**src/rtl/btri_pkg.sv**
```systemverilog
// ----------------------------------------------------------------------------
// btri_pkg: shared types, constants and control store
// microcode word layout, operand codes and the triangulation program
// ----------------------------------------------------------------------------
package btri_pkg;

  localparam int DATA_W = 64;
  localparam int ANG_W = 40;
  localparam int CRD_W = 34;
  localparam int STEP_W = 6;

  localparam logic signed [DATA_W-1:0] Q30_PI = 64'sd3373259426;
  localparam logic signed [DATA_W-1:0] Q30_HALF_PI = 64'sd1686629713;
  localparam logic signed [DATA_W-1:0] TAN_MAX = 64'sd8388607;
  localparam int CORDIC_STEPS = 30;
  localparam int RED_STEPS = 6;

  // table register indexes
  localparam logic [1:0] REG_WIDTH  = 2'd0;
  localparam logic [1:0] REG_HALF   = 2'd1;
  localparam logic [1:0] REG_LENGTH = 2'd2;

  // beacon pair codes
  localparam logic [1:0] PAIR_NONE = 2'd0;
  localparam logic [1:0] PAIR_12   = 2'd1;
  localparam logic [1:0] PAIR_13   = 2'd2;
  localparam logic [1:0] PAIR_23   = 2'd3;

  typedef enum logic [3:0] {
    OP_NOP, OP_MOV, OP_ADD, OP_SUB, OP_ABS, OP_SHL16, OP_DIV16, OP_CSGN,
    OP_MUL, OP_DIV, OP_TAN, OP_TANS, OP_FIN_HOLD, OP_FIN_UPD
  } op_t;

  typedef enum logic [4:0] {
    S_ZERO, S_T1, S_T2, S_T3, S_TQ, S_TMP, S_NUM, S_DEN, S_Y, S_P,
    S_CX, S_CY, S_ANG1, S_ANG2, S_ANG3, S_W, S_H, S_L16
  } src_t;

  typedef enum logic [3:0] {
    D_NONE, D_T1, D_T2, D_T3, D_TQ, D_TMP, D_NUM, D_DEN, D_Y, D_X, D_P
  } dst_t;

  typedef enum logic [2:0] {
    C_ALWAYS, C_ZERO, C_LE0, C_GT_TANMAX, C_GT_HALFPI, C_PAIR1, C_PAIR2, C_PAIR3
  } cond_t;

  typedef enum logic [1:0] {J_NEXT, J_JMP, J_CALL, J_RET} jump_t;

  typedef struct packed {
    op_t               op;
    src_t              a;
    src_t              b;
    dst_t              dst;
    cond_t             cond;
    jump_t             jk;
    logic [STEP_W-1:0] target;
  } ucode_t;

  typedef struct packed {
    logic start;
    logic hold;
    logic take;
  } seq_ctl_t;

  // program labels
  localparam logic [STEP_W-1:0] L_FAULT = 6'd3;
  localparam logic [STEP_W-1:0] L_TP    = 6'd4;
  localparam logic [STEP_W-1:0] L_P1    = 6'd10;
  localparam logic [STEP_W-1:0] L_P2    = 6'd23;
  localparam logic [STEP_W-1:0] L_P2B   = 6'd33;
  localparam logic [STEP_W-1:0] L_P2Y   = 6'd40;
  localparam logic [STEP_W-1:0] L_P3    = 6'd46;
  localparam logic [STEP_W-1:0] L_P3B   = 6'd54;
  localparam logic [STEP_W-1:0] L_P3Y   = 6'd59;
  localparam logic [STEP_W-1:0] L_NONE  = 6'd0;

  function automatic logic [29:0] atan_q30(input logic [4:0] i);
    logic [29:0] v;
    case (i)
      5'd0:  v = 30'd843314857;
      5'd1:  v = 30'd497837829;
      5'd2:  v = 30'd263043836;
      5'd3:  v = 30'd133525158;
      5'd4:  v = 30'd66950223;
      5'd5:  v = 30'd33500471;
      5'd6:  v = 30'd16753408;
      5'd7:  v = 30'd8378026;
      5'd8:  v = 30'd4189559;
      5'd9:  v = 30'd2094858;
      5'd10: v = 30'd1047436;
      5'd11: v = 30'd523719;
      5'd12: v = 30'd261860;
      5'd13: v = 30'd130930;
      5'd14: v = 30'd65465;
      5'd15: v = 30'd32733;
      5'd16: v = 30'd16366;
      5'd17: v = 30'd8183;
      5'd18: v = 30'd4091;
      5'd19: v = 30'd2045;
      5'd20: v = 30'd1023;
      5'd21: v = 30'd511;
      5'd22: v = 30'd255;
      5'd23: v = 30'd127;
      5'd24: v = 30'd63;
      5'd25: v = 30'd31;
      5'd26: v = 30'd15;
      5'd27: v = 30'd7;
      5'd28: v = 30'd3;
      5'd29: v = 30'd1;
      default: v = 30'd0;
    endcase
    return v;
  endfunction

  function automatic ucode_t mk(input op_t op, input src_t a, input src_t b,
                                input dst_t d, input cond_t c, input jump_t j,
                                input logic [STEP_W-1:0] t);
    ucode_t w;
    w.op = op;
    w.a = a;
    w.b = b;
    w.dst = d;
    w.cond = c;
    w.jk = j;
    w.target = t;
    return w;
  endfunction

  function automatic ucode_t ucode_rom(input logic [STEP_W-1:0] step);
    ucode_t w;
    case (step)
      // dispatch on the beacon pair
      6'd0:  w = mk(OP_NOP, S_ZERO, S_ZERO, D_NONE, C_PAIR1, J_JMP, L_P1);
      6'd1:  w = mk(OP_NOP, S_ZERO, S_ZERO, D_NONE, C_PAIR2, J_JMP, L_P2);
      6'd2:  w = mk(OP_NOP, S_ZERO, S_ZERO, D_NONE, C_PAIR3, J_JMP, L_P3);
      6'd3:  w = mk(OP_FIN_HOLD, S_ZERO, S_ZERO, D_NONE, C_ALWAYS, J_NEXT, L_NONE);
      // tangent post: tq = sign(cy) * (|cy| << 16) / cx
      6'd4:  w = mk(OP_NOP, S_CX, S_ZERO, D_NONE, C_LE0, J_JMP, L_FAULT);
      6'd5:  w = mk(OP_ABS, S_CY, S_ZERO, D_TMP, C_ALWAYS, J_NEXT, L_NONE);
      6'd6:  w = mk(OP_SHL16, S_TMP, S_ZERO, D_TMP, C_ALWAYS, J_NEXT, L_NONE);
      6'd7:  w = mk(OP_DIV, S_TMP, S_CX, D_TQ, C_ALWAYS, J_NEXT, L_NONE);
      6'd8:  w = mk(OP_NOP, S_TQ, S_ZERO, D_NONE, C_GT_TANMAX, J_JMP, L_FAULT);
      6'd9:  w = mk(OP_CSGN, S_TQ, S_CY, D_TQ, C_ALWAYS, J_RET, L_NONE);
      // pair 1-2
      6'd10: w = mk(OP_TAN, S_ANG1, S_ZERO, D_NONE, C_ALWAYS, J_CALL, L_TP);
      6'd11: w = mk(OP_MOV, S_TQ, S_ZERO, D_T1, C_ALWAYS, J_NEXT, L_NONE);
      6'd12: w = mk(OP_TAN, S_ANG2, S_ZERO, D_NONE, C_ALWAYS, J_CALL, L_TP);
      6'd13: w = mk(OP_MOV, S_TQ, S_ZERO, D_T2, C_ALWAYS, J_NEXT, L_NONE);
      6'd14: w = mk(OP_ADD, S_T2, S_T1, D_DEN, C_ALWAYS, J_NEXT, L_NONE);
      6'd15: w = mk(OP_NOP, S_DEN, S_ZERO, D_NONE, C_ZERO, J_JMP, L_FAULT);
      6'd16: w = mk(OP_MUL, S_W, S_T2, D_P, C_ALWAYS, J_NEXT, L_NONE);
      6'd17: w = mk(OP_MUL, S_P, S_T1, D_P, C_ALWAYS, J_NEXT, L_NONE);
      6'd18: w = mk(OP_SHL16, S_DEN, S_ZERO, D_TMP, C_ALWAYS, J_NEXT, L_NONE);
      6'd19: w = mk(OP_DIV, S_P, S_TMP, D_X, C_ALWAYS, J_NEXT, L_NONE);
      6'd20: w = mk(OP_MUL, S_W, S_T1, D_P, C_ALWAYS, J_NEXT, L_NONE);
      6'd21: w = mk(OP_DIV, S_P, S_DEN, D_Y, C_ALWAYS, J_NEXT, L_NONE);
      6'd22: w = mk(OP_FIN_UPD, S_ZERO, S_ZERO, D_NONE, C_ALWAYS, J_NEXT, L_NONE);
      // pair 1-3
      6'd23: w = mk(OP_TAN, S_ANG1, S_ZERO, D_NONE, C_ALWAYS, J_CALL, L_TP);
      6'd24: w = mk(OP_MOV, S_TQ, S_ZERO, D_T1, C_ALWAYS, J_NEXT, L_NONE);
      6'd25: w = mk(OP_NOP, S_ANG3, S_ZERO, D_NONE, C_GT_HALFPI, J_JMP, L_P2B);
      6'd26: w = mk(OP_TAN, S_ANG3, S_ZERO, D_NONE, C_ALWAYS, J_CALL, L_TP);
      6'd27: w = mk(OP_MOV, S_TQ, S_ZERO, D_T3, C_ALWAYS, J_NEXT, L_NONE);
      6'd28: w = mk(OP_MUL, S_H, S_T3, D_P, C_ALWAYS, J_NEXT, L_NONE);
      6'd29: w = mk(OP_MUL, S_W, S_T1, D_TMP, C_ALWAYS, J_NEXT, L_NONE);
      6'd30: w = mk(OP_ADD, S_P, S_TMP, D_NUM, C_ALWAYS, J_NEXT, L_NONE);
      6'd31: w = mk(OP_SUB, S_NUM, S_L16, D_NUM, C_ALWAYS, J_NEXT, L_NONE);
      6'd32: w = mk(OP_ADD, S_T1, S_T3, D_DEN, C_ALWAYS, J_JMP, L_P2Y);
      6'd33: w = mk(OP_TANS, S_ANG3, S_ZERO, D_NONE, C_ALWAYS, J_CALL, L_TP);
      6'd34: w = mk(OP_MOV, S_TQ, S_ZERO, D_T3, C_ALWAYS, J_NEXT, L_NONE);
      6'd35: w = mk(OP_MUL, S_H, S_T3, D_P, C_ALWAYS, J_NEXT, L_NONE);
      6'd36: w = mk(OP_MUL, S_W, S_T1, D_TMP, C_ALWAYS, J_NEXT, L_NONE);
      6'd37: w = mk(OP_SUB, S_P, S_TMP, D_NUM, C_ALWAYS, J_NEXT, L_NONE);
      6'd38: w = mk(OP_ADD, S_NUM, S_L16, D_NUM, C_ALWAYS, J_NEXT, L_NONE);
      6'd39: w = mk(OP_SUB, S_T3, S_T1, D_DEN, C_ALWAYS, J_NEXT, L_NONE);
      6'd40: w = mk(OP_NOP, S_DEN, S_ZERO, D_NONE, C_ZERO, J_JMP, L_FAULT);
      6'd41: w = mk(OP_DIV, S_NUM, S_DEN, D_Y, C_ALWAYS, J_NEXT, L_NONE);
      6'd42: w = mk(OP_SUB, S_W, S_Y, D_TMP, C_ALWAYS, J_NEXT, L_NONE);
      6'd43: w = mk(OP_MUL, S_TMP, S_T1, D_P, C_ALWAYS, J_NEXT, L_NONE);
      6'd44: w = mk(OP_DIV16, S_P, S_ZERO, D_X, C_ALWAYS, J_NEXT, L_NONE);
      6'd45: w = mk(OP_FIN_UPD, S_ZERO, S_ZERO, D_NONE, C_ALWAYS, J_NEXT, L_NONE);
      // pair 2-3
      6'd46: w = mk(OP_TAN, S_ANG2, S_ZERO, D_NONE, C_ALWAYS, J_CALL, L_TP);
      6'd47: w = mk(OP_MOV, S_TQ, S_ZERO, D_T2, C_ALWAYS, J_NEXT, L_NONE);
      6'd48: w = mk(OP_NOP, S_ANG3, S_ZERO, D_NONE, C_GT_HALFPI, J_JMP, L_P3B);
      6'd49: w = mk(OP_TAN, S_ANG3, S_ZERO, D_NONE, C_ALWAYS, J_CALL, L_TP);
      6'd50: w = mk(OP_MOV, S_TQ, S_ZERO, D_T3, C_ALWAYS, J_NEXT, L_NONE);
      6'd51: w = mk(OP_MUL, S_H, S_T3, D_P, C_ALWAYS, J_NEXT, L_NONE);
      6'd52: w = mk(OP_SUB, S_P, S_L16, D_NUM, C_ALWAYS, J_NEXT, L_NONE);
      6'd53: w = mk(OP_SUB, S_T3, S_T2, D_DEN, C_ALWAYS, J_JMP, L_P3Y);
      6'd54: w = mk(OP_TANS, S_ANG3, S_ZERO, D_NONE, C_ALWAYS, J_CALL, L_TP);
      6'd55: w = mk(OP_MOV, S_TQ, S_ZERO, D_T3, C_ALWAYS, J_NEXT, L_NONE);
      6'd56: w = mk(OP_MUL, S_H, S_T3, D_P, C_ALWAYS, J_NEXT, L_NONE);
      6'd57: w = mk(OP_ADD, S_P, S_L16, D_NUM, C_ALWAYS, J_NEXT, L_NONE);
      6'd58: w = mk(OP_ADD, S_T2, S_T3, D_DEN, C_ALWAYS, J_NEXT, L_NONE);
      6'd59: w = mk(OP_NOP, S_DEN, S_ZERO, D_NONE, C_ZERO, J_JMP, L_FAULT);
      6'd60: w = mk(OP_DIV, S_NUM, S_DEN, D_Y, C_ALWAYS, J_NEXT, L_NONE);
      6'd61: w = mk(OP_MUL, S_T2, S_Y, D_P, C_ALWAYS, J_NEXT, L_NONE);
      6'd62: w = mk(OP_DIV16, S_P, S_ZERO, D_X, C_ALWAYS, J_NEXT, L_NONE);
      6'd63: w = mk(OP_FIN_UPD, S_ZERO, S_ZERO, D_NONE, C_ALWAYS, J_NEXT, L_NONE);
      default: w = mk(OP_FIN_HOLD, S_ZERO, S_ZERO, D_NONE, C_ALWAYS, J_NEXT, L_NONE);
    endcase
    return w;
  endfunction

endpackage

```
**src/rtl/beacon_pair_triangulation.sv**
```systemverilog
// ----------------------------------------------------------------------------
// beacon_pair_triangulation: opponent position from two beacon bearings
// microcoded datapath with cordic tangent and bit-serial multiply/divide
// ----------------------------------------------------------------------------
// usage
// - input channel (in_valid/in_ready): one beat carries beacon_id and
//   bearing_angle; the bearing is stored and the last two distinct beacons
//   pick the triangulation formula
// - output channel (out_valid/out_ready): exactly one beat per input beat,
//   with the held position, the update and fault flags and the pair code
// - config port: cfg_we writes cfg_data into register cfg_index at once
//   (0 table width, 1 half width, 2 length); other indexes are ignored
// - timing: a beat that forms no pair runs only the dispatch steps; a full
//   triangulation takes longer, less when a tangent or a divisor faults, and
//   is set by the bit-serial divider (three or four quotients per item), the
//   cordic tangent and the shift-add multiplier
// - one item at a time: in_ready is high whenever the sequencer is idle, even
//   while the last result still waits in the output register
// - a stalled receiver holds the finished result; the sequencer waits on its
//   final step until the output register frees
// - reset: synchronous; clears the table registers to 2000/1000/3000, the
//   stored bearings, the beacon history and the held position
// ----------------------------------------------------------------------------
module beacon_pair_triangulation #(
  parameter int ANGLE_FRAC_BITS = 13
) (
  input  logic               clk,
  input  logic               rst,
  input  logic               in_valid,
  output logic               in_ready,
  input  logic [1:0]         beacon_id,
  input  logic [14:0]        bearing_angle,
  output logic               out_valid,
  input  logic               out_ready,
  output logic signed [15:0] x_position,
  output logic signed [15:0] y_position,
  output logic               position_updated,
  output logic [1:0]         pair_code,
  output logic               math_fault,
  input  logic               cfg_we,
  input  logic [1:0]         cfg_index,
  input  logic [12:0]        cfg_data
);

  localparam int DW = btri_pkg::DATA_W;
  localparam int Q30_SHIFT = 30 - ANGLE_FRAC_BITS;

  // table registers
  logic [12:0] tbl_w;
  logic [12:0] tbl_h;
  logic [12:0] tbl_l;

  // bearing store and beacon history
  logic [14:0] ang1;
  logic [14:0] ang2;
  logic [14:0] ang3;
  logic [1:0]  last_beacon;
  logic [1:0]  previous_beacon;
  logic [1:0]  previous_next;
  logic [1:0]  pair;
  logic [1:0]  pair_next;

  // datapath registers
  logic signed [DW-1:0] t1, t2, t3, tq, tmp, num, den, yv, xv, pv;

  logic signed [DW-1:0] a_val;
  logic signed [DW-1:0] b_val;
  logic signed [DW-1:0] alu;
  logic signed [DW-1:0] wr_val;
  logic                 take;
  logic                 is_md;
  logic                 is_tan;
  logic                 is_fin;
  logic                 launched;
  logic                 unit_done;
  logic                 hold;
  logic                 advance;
  logic                 fin_fire;
  logic                 in_fire;

  btri_pkg::ucode_t   word;
  btri_pkg::seq_ctl_t ctl;
  logic               running;

  logic                 md_done;
  logic signed [DW-1:0] md_result;
  logic                 tan_done;
  logic signed [btri_pkg::CRD_W-1:0] cx;
  logic signed [btri_pkg::CRD_W-1:0] cy;

  function automatic logic [1:0] decode_pair(input logic [1:0] p, input logic [1:0] q);
    logic [1:0] lo;
    logic [1:0] hi;
    logic [1:0] code;
    lo = (p < q) ? p : q;
    hi = (p < q) ? q : p;
    case ({lo, hi})
      4'b0110: code = btri_pkg::PAIR_12;
      4'b0111: code = btri_pkg::PAIR_13;
      4'b1011: code = btri_pkg::PAIR_23;
      default: code = btri_pkg::PAIR_NONE;
    endcase
    return code;
  endfunction

  function automatic logic signed [15:0] sat16(input logic signed [DW-1:0] v);
    logic signed [15:0] s;
    if (v > 64'sd32767) begin
      s = 16'sh7fff;
    end else if (v < -64'sd32768) begin
      s = -16'sh8000;
    end else begin
      s = v[15:0];
    end
    return s;
  endfunction

  function automatic logic signed [DW-1:0] to_q30(input logic [14:0] a);
    return signed'(DW'(a) << Q30_SHIFT);
  endfunction

  function automatic logic signed [DW-1:0] pick(
    input btri_pkg::src_t s,
    input logic signed [DW-1:0] v_t1, input logic signed [DW-1:0] v_t2,
    input logic signed [DW-1:0] v_t3, input logic signed [DW-1:0] v_tq,
    input logic signed [DW-1:0] v_tmp, input logic signed [DW-1:0] v_num,
    input logic signed [DW-1:0] v_den, input logic signed [DW-1:0] v_y,
    input logic signed [DW-1:0] v_p, input logic signed [DW-1:0] v_cx,
    input logic signed [DW-1:0] v_cy, input logic signed [DW-1:0] v_a1,
    input logic signed [DW-1:0] v_a2, input logic signed [DW-1:0] v_a3,
    input logic signed [DW-1:0] v_w, input logic signed [DW-1:0] v_h,
    input logic signed [DW-1:0] v_l16);
    logic signed [DW-1:0] v;
    case (s)
      btri_pkg::S_T1:   v = v_t1;
      btri_pkg::S_T2:   v = v_t2;
      btri_pkg::S_T3:   v = v_t3;
      btri_pkg::S_TQ:   v = v_tq;
      btri_pkg::S_TMP:  v = v_tmp;
      btri_pkg::S_NUM:  v = v_num;
      btri_pkg::S_DEN:  v = v_den;
      btri_pkg::S_Y:    v = v_y;
      btri_pkg::S_P:    v = v_p;
      btri_pkg::S_CX:   v = v_cx;
      btri_pkg::S_CY:   v = v_cy;
      btri_pkg::S_ANG1: v = v_a1;
      btri_pkg::S_ANG2: v = v_a2;
      btri_pkg::S_ANG3: v = v_a3;
      btri_pkg::S_W:    v = v_w;
      btri_pkg::S_H:    v = v_h;
      btri_pkg::S_L16:  v = v_l16;
      default:          v = '0;
    endcase
    return v;
  endfunction

  logic signed [DW-1:0] cx_w, cy_w, a1_w, a2_w, a3_w, w_w, h_w, l16_w;

  assign cx_w  = DW'(cx);
  assign cy_w  = DW'(cy);
  assign a1_w  = to_q30(ang1);
  assign a2_w  = to_q30(ang2);
  assign a3_w  = to_q30(ang3);
  assign w_w   = signed'(DW'(tbl_w));
  assign h_w   = signed'(DW'(tbl_h));
  assign l16_w = signed'(DW'(tbl_l) << 16);

  always_comb begin
    a_val = pick(word.a, t1, t2, t3, tq, tmp, num, den, yv, pv, cx_w, cy_w,
                 a1_w, a2_w, a3_w, w_w, h_w, l16_w);
    b_val = pick(word.b, t1, t2, t3, tq, tmp, num, den, yv, pv, cx_w, cy_w,
                 a1_w, a2_w, a3_w, w_w, h_w, l16_w);
  end

  // combinational alu
  always_comb begin
    case (word.op)
      btri_pkg::OP_ADD:   alu = a_val + b_val;
      btri_pkg::OP_SUB:   alu = a_val - b_val;
      btri_pkg::OP_ABS:   alu = (a_val < 0) ? -a_val : a_val;
      btri_pkg::OP_SHL16: alu = a_val <<< 16;
      // truncate toward zero when dividing by 2^16
      btri_pkg::OP_DIV16: alu = (a_val + ((a_val < 0) ? 64'sd65535 : 64'sd0)) >>> 16;
      btri_pkg::OP_CSGN:  alu = (b_val < 0) ? -a_val : a_val;
      default:            alu = a_val;
    endcase
  end

  // jump conditions look at operand a or the pair code
  always_comb begin
    case (word.cond)
      btri_pkg::C_ZERO:      take = (a_val == '0);
      btri_pkg::C_LE0:       take = (a_val <= 0);
      btri_pkg::C_GT_TANMAX: take = (a_val > btri_pkg::TAN_MAX);
      btri_pkg::C_GT_HALFPI: take = (a_val > btri_pkg::Q30_HALF_PI);
      btri_pkg::C_PAIR1:     take = (pair == btri_pkg::PAIR_12);
      btri_pkg::C_PAIR2:     take = (pair == btri_pkg::PAIR_13);
      btri_pkg::C_PAIR3:     take = (pair == btri_pkg::PAIR_23);
      default:               take = 1'b1;
    endcase
  end

  assign is_md  = (word.op == btri_pkg::OP_MUL) || (word.op == btri_pkg::OP_DIV);
  assign is_tan = (word.op == btri_pkg::OP_TAN) || (word.op == btri_pkg::OP_TANS);
  assign is_fin = (word.op == btri_pkg::OP_FIN_HOLD) || (word.op == btri_pkg::OP_FIN_UPD);
  assign unit_done = is_md ? md_done : tan_done;

  // multiply, divide and tangent steps wait for their unit; the final step waits for the output slot
  assign hold = ((is_md || is_tan) && !(launched && unit_done)) ||
                (is_fin && out_valid && !out_ready);
  assign advance  = running && !hold;
  assign fin_fire = advance && is_fin;
  assign in_ready = !running;
  assign in_fire  = in_valid && in_ready;
  assign wr_val   = is_md ? md_result : alu;

  assign ctl.start = in_fire;
  assign ctl.hold  = hold;
  assign ctl.take  = take;

  btri_seq u_seq (
    .clk     (clk),
    .rst     (rst),
    .ctl     (ctl),
    .word    (word),
    .running (running)
  );

  btri_muldiv u_muldiv (
    .clk    (clk),
    .rst    (rst),
    .start  (running && is_md && !launched),
    .is_div (word.op == btri_pkg::OP_DIV),
    .a      (a_val),
    .b      (b_val),
    .done   (md_done),
    .result (md_result)
  );

  btri_tan u_tan (
    .clk   (clk),
    .rst   (rst),
    .start (running && is_tan && !launched),
    .supp  (word.op == btri_pkg::OP_TANS),
    .angle (a_val[btri_pkg::ANG_W-1:0]),
    .done  (tan_done),
    .x_out (cx),
    .y_out (cy)
  );

  // unit launch tracking
  always_ff @(posedge clk) begin
    if (rst) begin
      launched <= 1'b0;
    end else if (running && (is_md || is_tan)) begin
      launched <= !(launched && unit_done);
    end
  end

  // datapath register writes
  always_ff @(posedge clk) begin
    if (advance && !is_tan) begin
      case (word.dst)
        btri_pkg::D_T1:  t1 <= wr_val;
        btri_pkg::D_T2:  t2 <= wr_val;
        btri_pkg::D_T3:  t3 <= wr_val;
        btri_pkg::D_TQ:  tq <= wr_val;
        btri_pkg::D_TMP: tmp <= wr_val;
        btri_pkg::D_NUM: num <= wr_val;
        btri_pkg::D_DEN: den <= wr_val;
        btri_pkg::D_Y:   yv <= wr_val;
        btri_pkg::D_X:   xv <= wr_val;
        btri_pkg::D_P:   pv <= wr_val;
        default: begin
        end
      endcase
    end
  end

  // configuration registers
  always_ff @(posedge clk) begin
    if (rst) begin
      tbl_w <= 13'd2000;
      tbl_h <= 13'd1000;
      tbl_l <= 13'd3000;
    end else if (cfg_we) begin
      case (cfg_index)
        btri_pkg::REG_WIDTH:  tbl_w <= cfg_data;
        btri_pkg::REG_HALF:   tbl_h <= cfg_data;
        btri_pkg::REG_LENGTH: tbl_l <= cfg_data;
        default: begin
        end
      endcase
    end
  end

  // bearing store and pair tracking on each input beat
  assign previous_next = (beacon_id != last_beacon) ? last_beacon : previous_beacon;
  assign pair_next = decode_pair(previous_next, beacon_id);

  always_ff @(posedge clk) begin
    if (rst) begin
      ang1 <= '0;
      ang2 <= '0;
      ang3 <= '0;
      last_beacon <= '0;
      previous_beacon <= '0;
      pair <= btri_pkg::PAIR_NONE;
    end else if (in_fire) begin
      previous_beacon <= previous_next;
      last_beacon <= beacon_id;
      pair <= pair_next;
      case (beacon_id)
        2'd1: ang1 <= bearing_angle;
        2'd2: ang2 <= bearing_angle;
        2'd3: ang3 <= bearing_angle;
        default: begin
        end
      endcase
    end
  end

  // output register, position held between updates
  always_ff @(posedge clk) begin
    if (rst) begin
      out_valid <= 1'b0;
      x_position <= '0;
      y_position <= '0;
      position_updated <= 1'b0;
      pair_code <= btri_pkg::PAIR_NONE;
      math_fault <= 1'b0;
    end else if (fin_fire) begin
      out_valid <= 1'b1;
      pair_code <= pair;
      if (word.op == btri_pkg::OP_FIN_UPD) begin
        x_position <= sat16(xv);
        y_position <= sat16(yv);
        position_updated <= 1'b1;
        math_fault <= 1'b0;
      end else begin
        position_updated <= 1'b0;
        math_fault <= (pair != btri_pkg::PAIR_NONE);
      end
    end else if (out_ready) begin
      out_valid <= 1'b0;
    end
  end

  // checks
  a_upd_xor_fault: assert property (@(posedge clk) disable iff (rst)
    out_valid |-> !(position_updated && math_fault))
    else $error("update and fault reported together");

  a_no_pair_quiet: assert property (@(posedge clk) disable iff (rst)
    (out_valid && (pair_code == btri_pkg::PAIR_NONE)) |-> (!position_updated && !math_fault))
    else $error("flags set without a beacon pair");

  a_hold_position: assert property (@(posedge clk) disable iff (rst)
    (fin_fire && (word.op == btri_pkg::OP_FIN_HOLD)) |=>
      ($stable(x_position) && $stable(y_position)))
    else $error("position changed on a result without update");

  a_result_only_at_end: assert property (@(posedge clk) disable iff (rst)
    (out_valid && !$past(out_valid)) |-> $past(fin_fire))
    else $error("result beat raised outside the final step");

endmodule

```
**src/rtl/btri_seq.sv**
```systemverilog
// ----------------------------------------------------------------------------
// btri_seq: microcode sequencer
// step counter, one-level return register and control store lookup
// ----------------------------------------------------------------------------
module btri_seq (
  input  logic              clk,
  input  logic              rst,
  input  btri_pkg::seq_ctl_t ctl,
  output btri_pkg::ucode_t  word,
  output logic              running
);

  logic [btri_pkg::STEP_W-1:0] step;
  logic [btri_pkg::STEP_W-1:0] ret;
  logic [btri_pkg::STEP_W-1:0] step_inc;
  logic                        is_fin;

  assign word = btri_pkg::ucode_rom(step);
  assign step_inc = step + 1'b1;
  assign is_fin = (word.op == btri_pkg::OP_FIN_HOLD) || (word.op == btri_pkg::OP_FIN_UPD);

  always_ff @(posedge clk) begin
    if (rst) begin
      running <= 1'b0;
      step <= '0;
      ret <= '0;
    end else if (ctl.start) begin
      running <= 1'b1;
      step <= '0;
    end else if (running && !ctl.hold) begin
      if (is_fin) begin
        running <= 1'b0;
      end else begin
        unique case (word.jk)
          btri_pkg::J_JMP: begin
            step <= ctl.take ? word.target : step_inc;
          end
          btri_pkg::J_CALL: begin
            if (ctl.take) begin
              ret <= step_inc;
              step <= word.target;
            end else begin
              step <= step_inc;
            end
          end
          btri_pkg::J_RET: begin
            step <= ctl.take ? ret : step_inc;
          end
          default: begin
            step <= step_inc;
          end
        endcase
      end
    end
  end

endmodule

```
**src/rtl/btri_tan.sv**
```systemverilog
// ----------------------------------------------------------------------------
// btri_tan: angle reduction and rotation-mode cordic
// reduces a q30 angle modulo pi, then 30 rotations from (2^30, 0)
// ----------------------------------------------------------------------------
module btri_tan (
  input  logic                                clk,
  input  logic                                rst,
  input  logic                                start,
  input  logic                                supp,
  input  logic [btri_pkg::ANG_W-1:0]          angle,
  output logic                                done,
  output logic signed [btri_pkg::CRD_W-1:0]   x_out,
  output logic signed [btri_pkg::CRD_W-1:0]   y_out
);

  localparam logic [1:0] ST_IDLE = 2'd0;
  localparam logic [1:0] ST_RED  = 2'd1;
  localparam logic [1:0] ST_FIX  = 2'd2;
  localparam logic [1:0] ST_ROT  = 2'd3;

  localparam logic signed [btri_pkg::ANG_W-1:0] PI_A =
    btri_pkg::ANG_W'(btri_pkg::Q30_PI);
  localparam logic signed [btri_pkg::ANG_W-1:0] HALF_A =
    btri_pkg::ANG_W'(btri_pkg::Q30_HALF_PI);

  logic [1:0]                              state;
  logic [4:0]                              cnt;
  logic                                    supp_q;
  logic signed [btri_pkg::ANG_W-1:0]       r;
  logic signed [btri_pkg::ANG_W-1:0]       pk;
  logic signed [btri_pkg::ANG_W-1:0]       rr;
  logic signed [btri_pkg::CRD_W-1:0]       dx;
  logic signed [btri_pkg::CRD_W-1:0]       dy;
  logic signed [btri_pkg::ANG_W-1:0]       at;

  always_comb begin
    pk = PI_A <<< cnt[2:0];
    rr = (supp_q && (r != '0)) ? (PI_A - r) : r;
    if (rr > HALF_A) begin
      rr = rr - PI_A;
    end
    dx = y_out >>> cnt;
    dy = x_out >>> cnt;
    at = btri_pkg::ANG_W'(btri_pkg::atan_q30(cnt));
  end

  always_ff @(posedge clk) begin
    if (rst) begin
      state <= ST_IDLE;
      done <= 1'b0;
    end else begin
      done <= 1'b0;
      unique case (state)
        ST_IDLE: begin
          if (start) begin
            r <= signed'(angle);
            supp_q <= supp;
            cnt <= 5'(btri_pkg::RED_STEPS - 1);
            state <= ST_RED;
          end
        end
        ST_RED: begin
          // restoring subtraction of pi << k
          if (r >= pk) begin
            r <= r - pk;
          end
          if (cnt == 5'd0) begin
            state <= ST_FIX;
          end else begin
            cnt <= cnt - 1'b1;
          end
        end
        ST_FIX: begin
          r <= rr;
          x_out <= btri_pkg::CRD_W'(64'sd1073741824);
          y_out <= '0;
          cnt <= '0;
          state <= ST_ROT;
        end
        ST_ROT: begin
          if (r >= 0) begin
            x_out <= x_out - dx;
            y_out <= y_out + dy;
            r <= r - at;
          end else begin
            x_out <= x_out + dx;
            y_out <= y_out - dy;
            r <= r + at;
          end
          if (cnt == 5'(btri_pkg::CORDIC_STEPS - 1)) begin
            state <= ST_IDLE;
            done <= 1'b1;
          end else begin
            cnt <= cnt + 1'b1;
          end
        end
        default: begin
          state <= ST_IDLE;
        end
      endcase
    end
  end

endmodule

```
**src/rtl/btri_muldiv.sv**
```systemverilog
// ----------------------------------------------------------------------------
// btri_muldiv: bit-serial signed multiplier and divider
// shift-add multiply that stops when the multiplier runs out, restoring divide
// ----------------------------------------------------------------------------
module btri_muldiv (
  input  logic                                clk,
  input  logic                                rst,
  input  logic                                start,
  input  logic                                is_div,
  input  logic signed [btri_pkg::DATA_W-1:0]  a,
  input  logic signed [btri_pkg::DATA_W-1:0]  b,
  output logic                                done,
  output logic signed [btri_pkg::DATA_W-1:0]  result
);

  localparam logic [1:0] ST_IDLE = 2'd0;
  localparam logic [1:0] ST_MUL  = 2'd1;
  localparam logic [1:0] ST_DIV  = 2'd2;

  localparam int CNT_W = $clog2(btri_pkg::DATA_W);

  logic [1:0]                    state;
  logic [CNT_W-1:0]              cnt;
  logic                          neg;
  logic [btri_pkg::DATA_W-1:0]   ma;
  logic [btri_pkg::DATA_W-1:0]   mb;
  logic [btri_pkg::DATA_W-1:0]   acc;
  logic [btri_pkg::DATA_W-1:0]   shifted;
  logic [btri_pkg::DATA_W-1:0]   quo_next;
  logic [btri_pkg::DATA_W-1:0]   rem_next;

  always_comb begin
    shifted = {acc[btri_pkg::DATA_W-2:0], ma[btri_pkg::DATA_W-1]};
    if (shifted >= mb) begin
      rem_next = shifted - mb;
      quo_next = {ma[btri_pkg::DATA_W-2:0], 1'b1};
    end else begin
      rem_next = shifted;
      quo_next = {ma[btri_pkg::DATA_W-2:0], 1'b0};
    end
  end

  always_ff @(posedge clk) begin
    if (rst) begin
      state <= ST_IDLE;
      done <= 1'b0;
    end else begin
      done <= 1'b0;
      unique case (state)
        ST_IDLE: begin
          if (start) begin
            ma <= a[btri_pkg::DATA_W-1] ? -a : a;
            mb <= b[btri_pkg::DATA_W-1] ? -b : b;
            neg <= a[btri_pkg::DATA_W-1] ^ b[btri_pkg::DATA_W-1];
            acc <= '0;
            cnt <= '0;
            state <= is_div ? ST_DIV : ST_MUL;
          end
        end
        ST_MUL: begin
          if (mb == '0) begin
            result <= neg ? -signed'(acc) : signed'(acc);
            done <= 1'b1;
            state <= ST_IDLE;
          end else begin
            if (mb[0]) begin
              acc <= acc + ma;
            end
            ma <= ma << 1;
            mb <= mb >> 1;
          end
        end
        ST_DIV: begin
          // ma holds the dividend shifting into the quotient, acc the remainder
          acc <= rem_next;
          ma <= quo_next;
          if (cnt == CNT_W'(btri_pkg::DATA_W - 1)) begin
            result <= neg ? -signed'(quo_next) : signed'(quo_next);
            done <= 1'b1;
            state <= ST_IDLE;
          end else begin
            cnt <= cnt + 1'b1;
          end
        end
        default: begin
          state <= ST_IDLE;
        end
      endcase
    end
  end

endmodule

```
**config.mk**
```make
export PLATFORM = sky130hd
export DESIGN_NAME = beacon_pair_triangulation
export DESIGN_NICKNAME = d
export VERILOG_FILES = /design/src/rtl/btri_pkg.sv /design/src/rtl/beacon_pair_triangulation.sv /design/src/rtl/btri_seq.sv /design/src/rtl/btri_tan.sv /design/src/rtl/btri_muldiv.sv
export SDC_FILE = /design/constraint.sdc
export NUM_CORES = 2
export LEC_CHECK = 0
export ABC_AREA = 1
export BUFFER_PORTS_ARGS = -buffer_cell sky130_fd_sc_hd__buf_2
export CAP_MARGIN = 5
export CORE_MARGIN = 2
export CORE_UTILIZATION = 70
export DETAILED_ROUTE_END_ITERATION = 7
export GPL_TIMING_DRIVEN = 0
export PLACE_DENSITY = 0.95
export SLEW_MARGIN = 20
export SYNTH_ARGS = -nofsm -noshare
export SYNTH_HDL_FRONTEND = slang
export SYNTH_SLANG_ARGS = --single-unit
```
**constraint.sdc**
```tcl
create_clock -name clk -period 23.5 [get_ports clk]
set_input_delay 1.175 -clock clk [delete_from_list [all_inputs] [get_ports clk]]
set_output_delay 1.175 -clock clk [all_outputs]
set_load 0.01 [all_outputs]
```
==> run_results.csv, run 1 <==
group,metric,value,unit
yosys,synth_edf_count,1017,
placement,io_buffers,73,
yosys,synth.distinct_cells,73,
floorplan,die_height,377.2,um
placement,dpl.hpwl,370.9,mm
clocking,clockBufferDepth,3,
global_route,grt_max_degree,57,
clocking,htree_num_levels,4,
global_route,grt_pass1_vias,123900,
floorplan,start_util,0.7072,
outcome,error,"[ERROR GRT-0116] Global routing finished with congestion. Check the congestion regions in the DRC Viewer.",
yosys,synth_area_per_cell,7.015,sq um
global_route,grt_use_total,0.7879,
floorplan,ioPinCount,75,
clocking,cts_made_buffers,133,
yosys,ys_seq_elements,1223,
yosys,synth_cells,13900,
clocking,root_buffer,"clkbuf_16",
floorplan,die_x,377.2,um
yosys,yosys_warnings,0,
yosys,syn_nets,14340,
yosys,synthArstFlopShare,0,
floorplan,rows,136,
global_route,grt_pass1_wl,840.5,mm
clocking,clock_sinks,1223,
placement,gp_congestion,1.500,
outcome,outcome,"did not finish",
clocking,post_cts_resized,0,
yosys,synth_ff_type,"edfxtp_1",
clocking,ctsHoldBuffers,0,
yosys,syn-cell-area,97470,sq um
yosys,ys_seq_area_frac,0.3556,
clocking,cts_setup_buffers,0,
outcome,haltStage,"global routing (5_1_grt)",
global_route,globalRoute.totalOverflow,1173,
metal layers:
metal	GRT overflow	global-route usage
met1	118	0.7931
met2	497	0.8774
met3	157	0.7192
met4	376	0.7555
met5	25	0.5077
cell families after synthesis:
group | synth area share
xor+xnor | 0.03028
simple gates | 0.2744
compound gates | 0.1927
fa+ha+maj | 0.05330
flops | 0.3556
mux | 0.005648
buf+inv | 0.08801
stage by stage:
step | std cells | worst slack [ps] | util | hold WS, ps | area, sq um
after floorplan | 13900 | 15290 | - | 423.1 | 97470
after global placement | 15760 | 6911 | 0.7261 | 440.3 | 100100
after detailed placement | 15880 | 13830 | 0.7372 | 460.0 | 101600
after CTS | 16130 | 13630 | 0.7701 | 470.8 | 106100
synthesized netlist by cell type (all sizes together), types with 5 or more instances:
cell / instances / area (sq um)
nand3b: 23 / 185.2
o21a: 45 / 337.8
ha: 404 / 5055
fa: 7 / 140.1
o32ai: 5 / 43.79
o21bai: 23 / 172.7
o2111ai: 35 / 306.5
dfxtp: 206 / 4124
nand4: 252 / 1577
o221a: 6 / 67.56
a21boi: 29 / 217.7
nor3b: 9 / 67.56
xnor2: 64 / 560.5
or2: 64 / 400.4
mux2i: 55 / 550.5
nand3: 838 / 4239
inv: 1684 / 6321
clkinv: 14 / 52.55
xor2: 273 / 2391
o31ai: 25 / 187.7
a221oi: 115 / 1007
o211a: 5 / 50.05
nor3: 200 / 1016
and2: 9 / 56.30
clkbuf: 366 / 1374
nand2: 3179 / 12000
a21oi: 1106 / 5547
buf: 174 / 830.8
o221ai: 91 / 797.0
nor4: 155 / 982.2
nor2: 1605 / 6167
edfxtp: 1017 / 30540
o211ai: 108 / 810.8
a2111oi: 12 / 106.4
a21o: 14 / 105.1
a22o: 40 / 350.3
a211oi: 27 / 202.7
a22oi: 42 / 315.3
a31oi: 110 / 688.2
o21ai: 1340 / 6706
o22ai: 88 / 550.5
a32o: 5 / 50.05
==> run 2, diff against run 1 <==
CORE_UTILIZATION = 40   (was 70)
PLACE_DENSITY = not set   (was 0.95)
PLACE_DENSITY_LB_ADDON = 0.15   (was not set)
==> run_results.csv, run 2 <==
group,metric,value,unit
outcome,outcome,"finished, violations left",
outcome,violations,"DRC",
timing,slew_headroom,0.05182,
floorplan,dieArea,247600,sq um
yosys,yosysTopAreaCell,"edfxtp_1",
yosys,synthTopCellsByArea,"edfxtp_1, nand2_1, o21ai_0",
run,drv_cap,0,
timing,finalClockSkew,57.99,ps
yosys,synth_fa_ha_area_frac,0.05330,
final_layout,num-fill-cells,25840,
worst_setup_path,reg2reg_depth,32,
clocking,cts_tree,"yes",
yosys,yosys-top-cells-count,"nand2_1, inv_1, nor2_1",
clocking,clockBufferDepth,3,
timing,hold_viol,0,
floorplan,ioPinCount,75,
yosys,yosys_warnings,0,
worst_setup_path,regToRegEndpoint,"xv[49]$_DFFE_PP_",
drt,via_per_inst,6.315,
worst_setup_path,startpoint,"u_seq.word[19]$_DFF_P_",
timing,worstMarginPinSlew,1422,ps
timing,rsz0062_at_grt,"false",
hold_path,hold_depth,2,
timing,holdWs,455.6,ps
floorplan,die_height,497.6,um
worst_setup_path,startpoint_type,"register",
worst_setup_path,max_stage_delay,950,ps
timing,fin_crit,12010,ps
placement,dpl.hpwl,506.3,mm
yosys,syn-cell-area,97470,sq um
worst_setup_path,cp_slowest_cell,"a221oi_1",
yosys,synth_compound_area_frac,0.1927,
clocking,root_buffer,"clkbuf_16",
global_route,grt_pass1_vias,103700,
floorplan,rows,181,
worst_setup_path,cp_data_arrival_time,12520,ps
clocking,post_cts_resized,0,
final_layout,drive_gt1_frac,0.06361,
worst_setup_path,rrSetupSlack,11490,ps
hold_path,min_to,"previous_beacon[0]$_SDFFE_PP0P_",
yosys,syn_nets,14340,
yosys,synth_cells,13900,
pwr,p_leak,47.49,nW
floorplan,die_x,497.6,um
worst_setup_path,critical_path_class,"register to register",
drt,routed_wl,630.5,mm
yosys,synth_ff_type,"edfxtp_1",
clocking,insertion_delay,880,ps
drt,drc,4,
final_layout,layout_commonest_cell,"nand2_1",
pwr,p_per_area,151.8,nW/um^2
worst_setup_path,r2r-start,"u_seq.word[19]$_DFF_P_",
timing,fmax,83.28,MHz
drt,dr.pass1.iters,8,
timing,fin_ws,11490,ps
final_layout,nets,14730,
clocking,cts_setup_buffers,0,
yosys,ys_seq_area_frac,0.3556,
placement,io_buffers,73,
placement,gp_congestion,1.155,
yosys,synth_top_area_frac,0.3133,
timing,report.final.slew_viol_count,0,
drt,ant_nets,0,
yosys,synthArstFlopShare,0,
drt,vias,111400,
yosys,ys_seq_elements,1223,
clocking,htree_num_levels,4,
global_route,grt_use_total,0.4926,
global_route,globalRoute.totalOverflow,0,
global_route,grt_max_degree,49,
global_route,antenna_found_initial,71,
global_route,grt_pass1_wl,845.9,mm
floorplan,start_util,0.4015,
hold_path,holdCritPathClass,"register to register",
worst_setup_path,cp_max_fo,10,
yosys,synth_mux_area_frac,0.005648,
timing,finalSetupViolCount,0,
clocking,clock_sinks,1223,
final_layout,mostFrequentLayoutCells,"nand2_1, inv_1, nor2_1, o21ai_0, a21oi_1",
yosys,yosys.area_share.xor_xnor,0.03028,
final_layout,syn_to_final_growth,12.20,%
clocking,cts_made_buffers,149,
placement,place_ws,12570,ps
timing,period_share,0.5110,
yosys,synth_edf_count,1017,
drt,drt_iter0_markers,16480,
yosys,synthSimpleGateAreaFrac,0.2744,
clocking,ctsHoldBuffers,0,
worst_setup_path,required,24010,ps
pwr,ir_drop,0.09751,mV
worst_setup_path,cp-end-kind,"register",
timing,setup_tns,0,ps
hold_path,min_from,"previous_beacon[0]$_SDFFE_PP0P_",
yosys,synth.distinct_cells,73,
yosys,synth_top_family_by_area,"simple AND/OR/NAND/NOR gates",
yosys,synth.most_common_cell,"nand2_1",
clocking,clk_pin_slew_worst_paths,60,ps
yosys,synth_area_per_cell,7.015,sq um
floorplan,coreArea,242800,sq um
drt,wl_per_cell,35.73,um
[run 2: per-stage QoR]
step,instance area (sq um),instances,utilization,power [mW]
after global routing,109300,17610,0.4500,17.18
after global placement,101800,17170,0.4195,13.47
after detailed placement,104100,17330,0.4288,13.53
after floorplan,97470,13900,-,9.270
after CTS,109100,17600,0.4496,15.98
final,109400,17650,0.4505,16.60
[run 2: worst max path at each step]
stage                              to  slack [ps]  depth (start not counted)
global placement     t3[43]$_DFFE_PP_        4000                         11
finish               xv[49]$_DFFE_PP_       11490                         32
CTS                  tq[46]$_DFFE_PP_       12540                         36
detailed placement  num[46]$_DFFE_PP_       12570                         36
floorplan             tq[0]$_DFFE_PP_       15290                          4
global route         t2[57]$_DFFE_PP_       11830                         36
[run 2: kinds of logic after synthesis]
family / Yosys count
adders and majority gates: 411
xor gates and xnor gates: 337
DFF: 1223
muxes: 55
and+or+nand+nor: 6342
buffers and inverters: 2238
AOI/OAI and AO/OA: 3289
[run 2: routing by layer]
layer  wire, um  part of all wire  global-route usage
met1     212600              0.34              0.5359
met2     267800              0.42              0.7440
met3      68010              0.11              0.1429
met4      81910              0.13              0.5207
met5        184           0.00029                   0
[run 2: layout make-up]
cell class | instances | area, sq um | share of cell area
Sequential cell | 1223 | 34660 | 0.3170
Multi-Input combinational cell | 10430 | 54770 | 0.5008
Buffer | 540 | 2283 | 0.02088
Clock inverter | 88 | 1067 | 0.009759
Antenna cell | 44 | 110.1 | 0.001007
Timing Repair Buffer | 234 | 2110 | 0.01929
Inverter | 1698 | 6374 | 0.05828
Tap cell | 3202 | 4006 | 0.03663
Clock buffer | 184 | 3974 | 0.03634
[run 2: power by group]
part	total, mW	switching (mW)	internal, mW
clock network	2.47	1.10	1.37
registers	3.17	0.283	2.88
logic	11.0	8.26	2.70
[run 2: critical path, delay by kind of cell, from the launching register on]
| family | cells | cell delay, ps |
|---|---|---|
| xor gates and xnor gates | 1 | 190 |
| AOI/OAI and AO/OA | 9 | 3890 |
| and+or+nand+nor | 14 | 4130 |
| DFF | 1 | 540 |
| buffers and inverters | 7 | 2380 |
| adders and majority gates | 1 | 480 |
(Power assumes the default switching activity.)
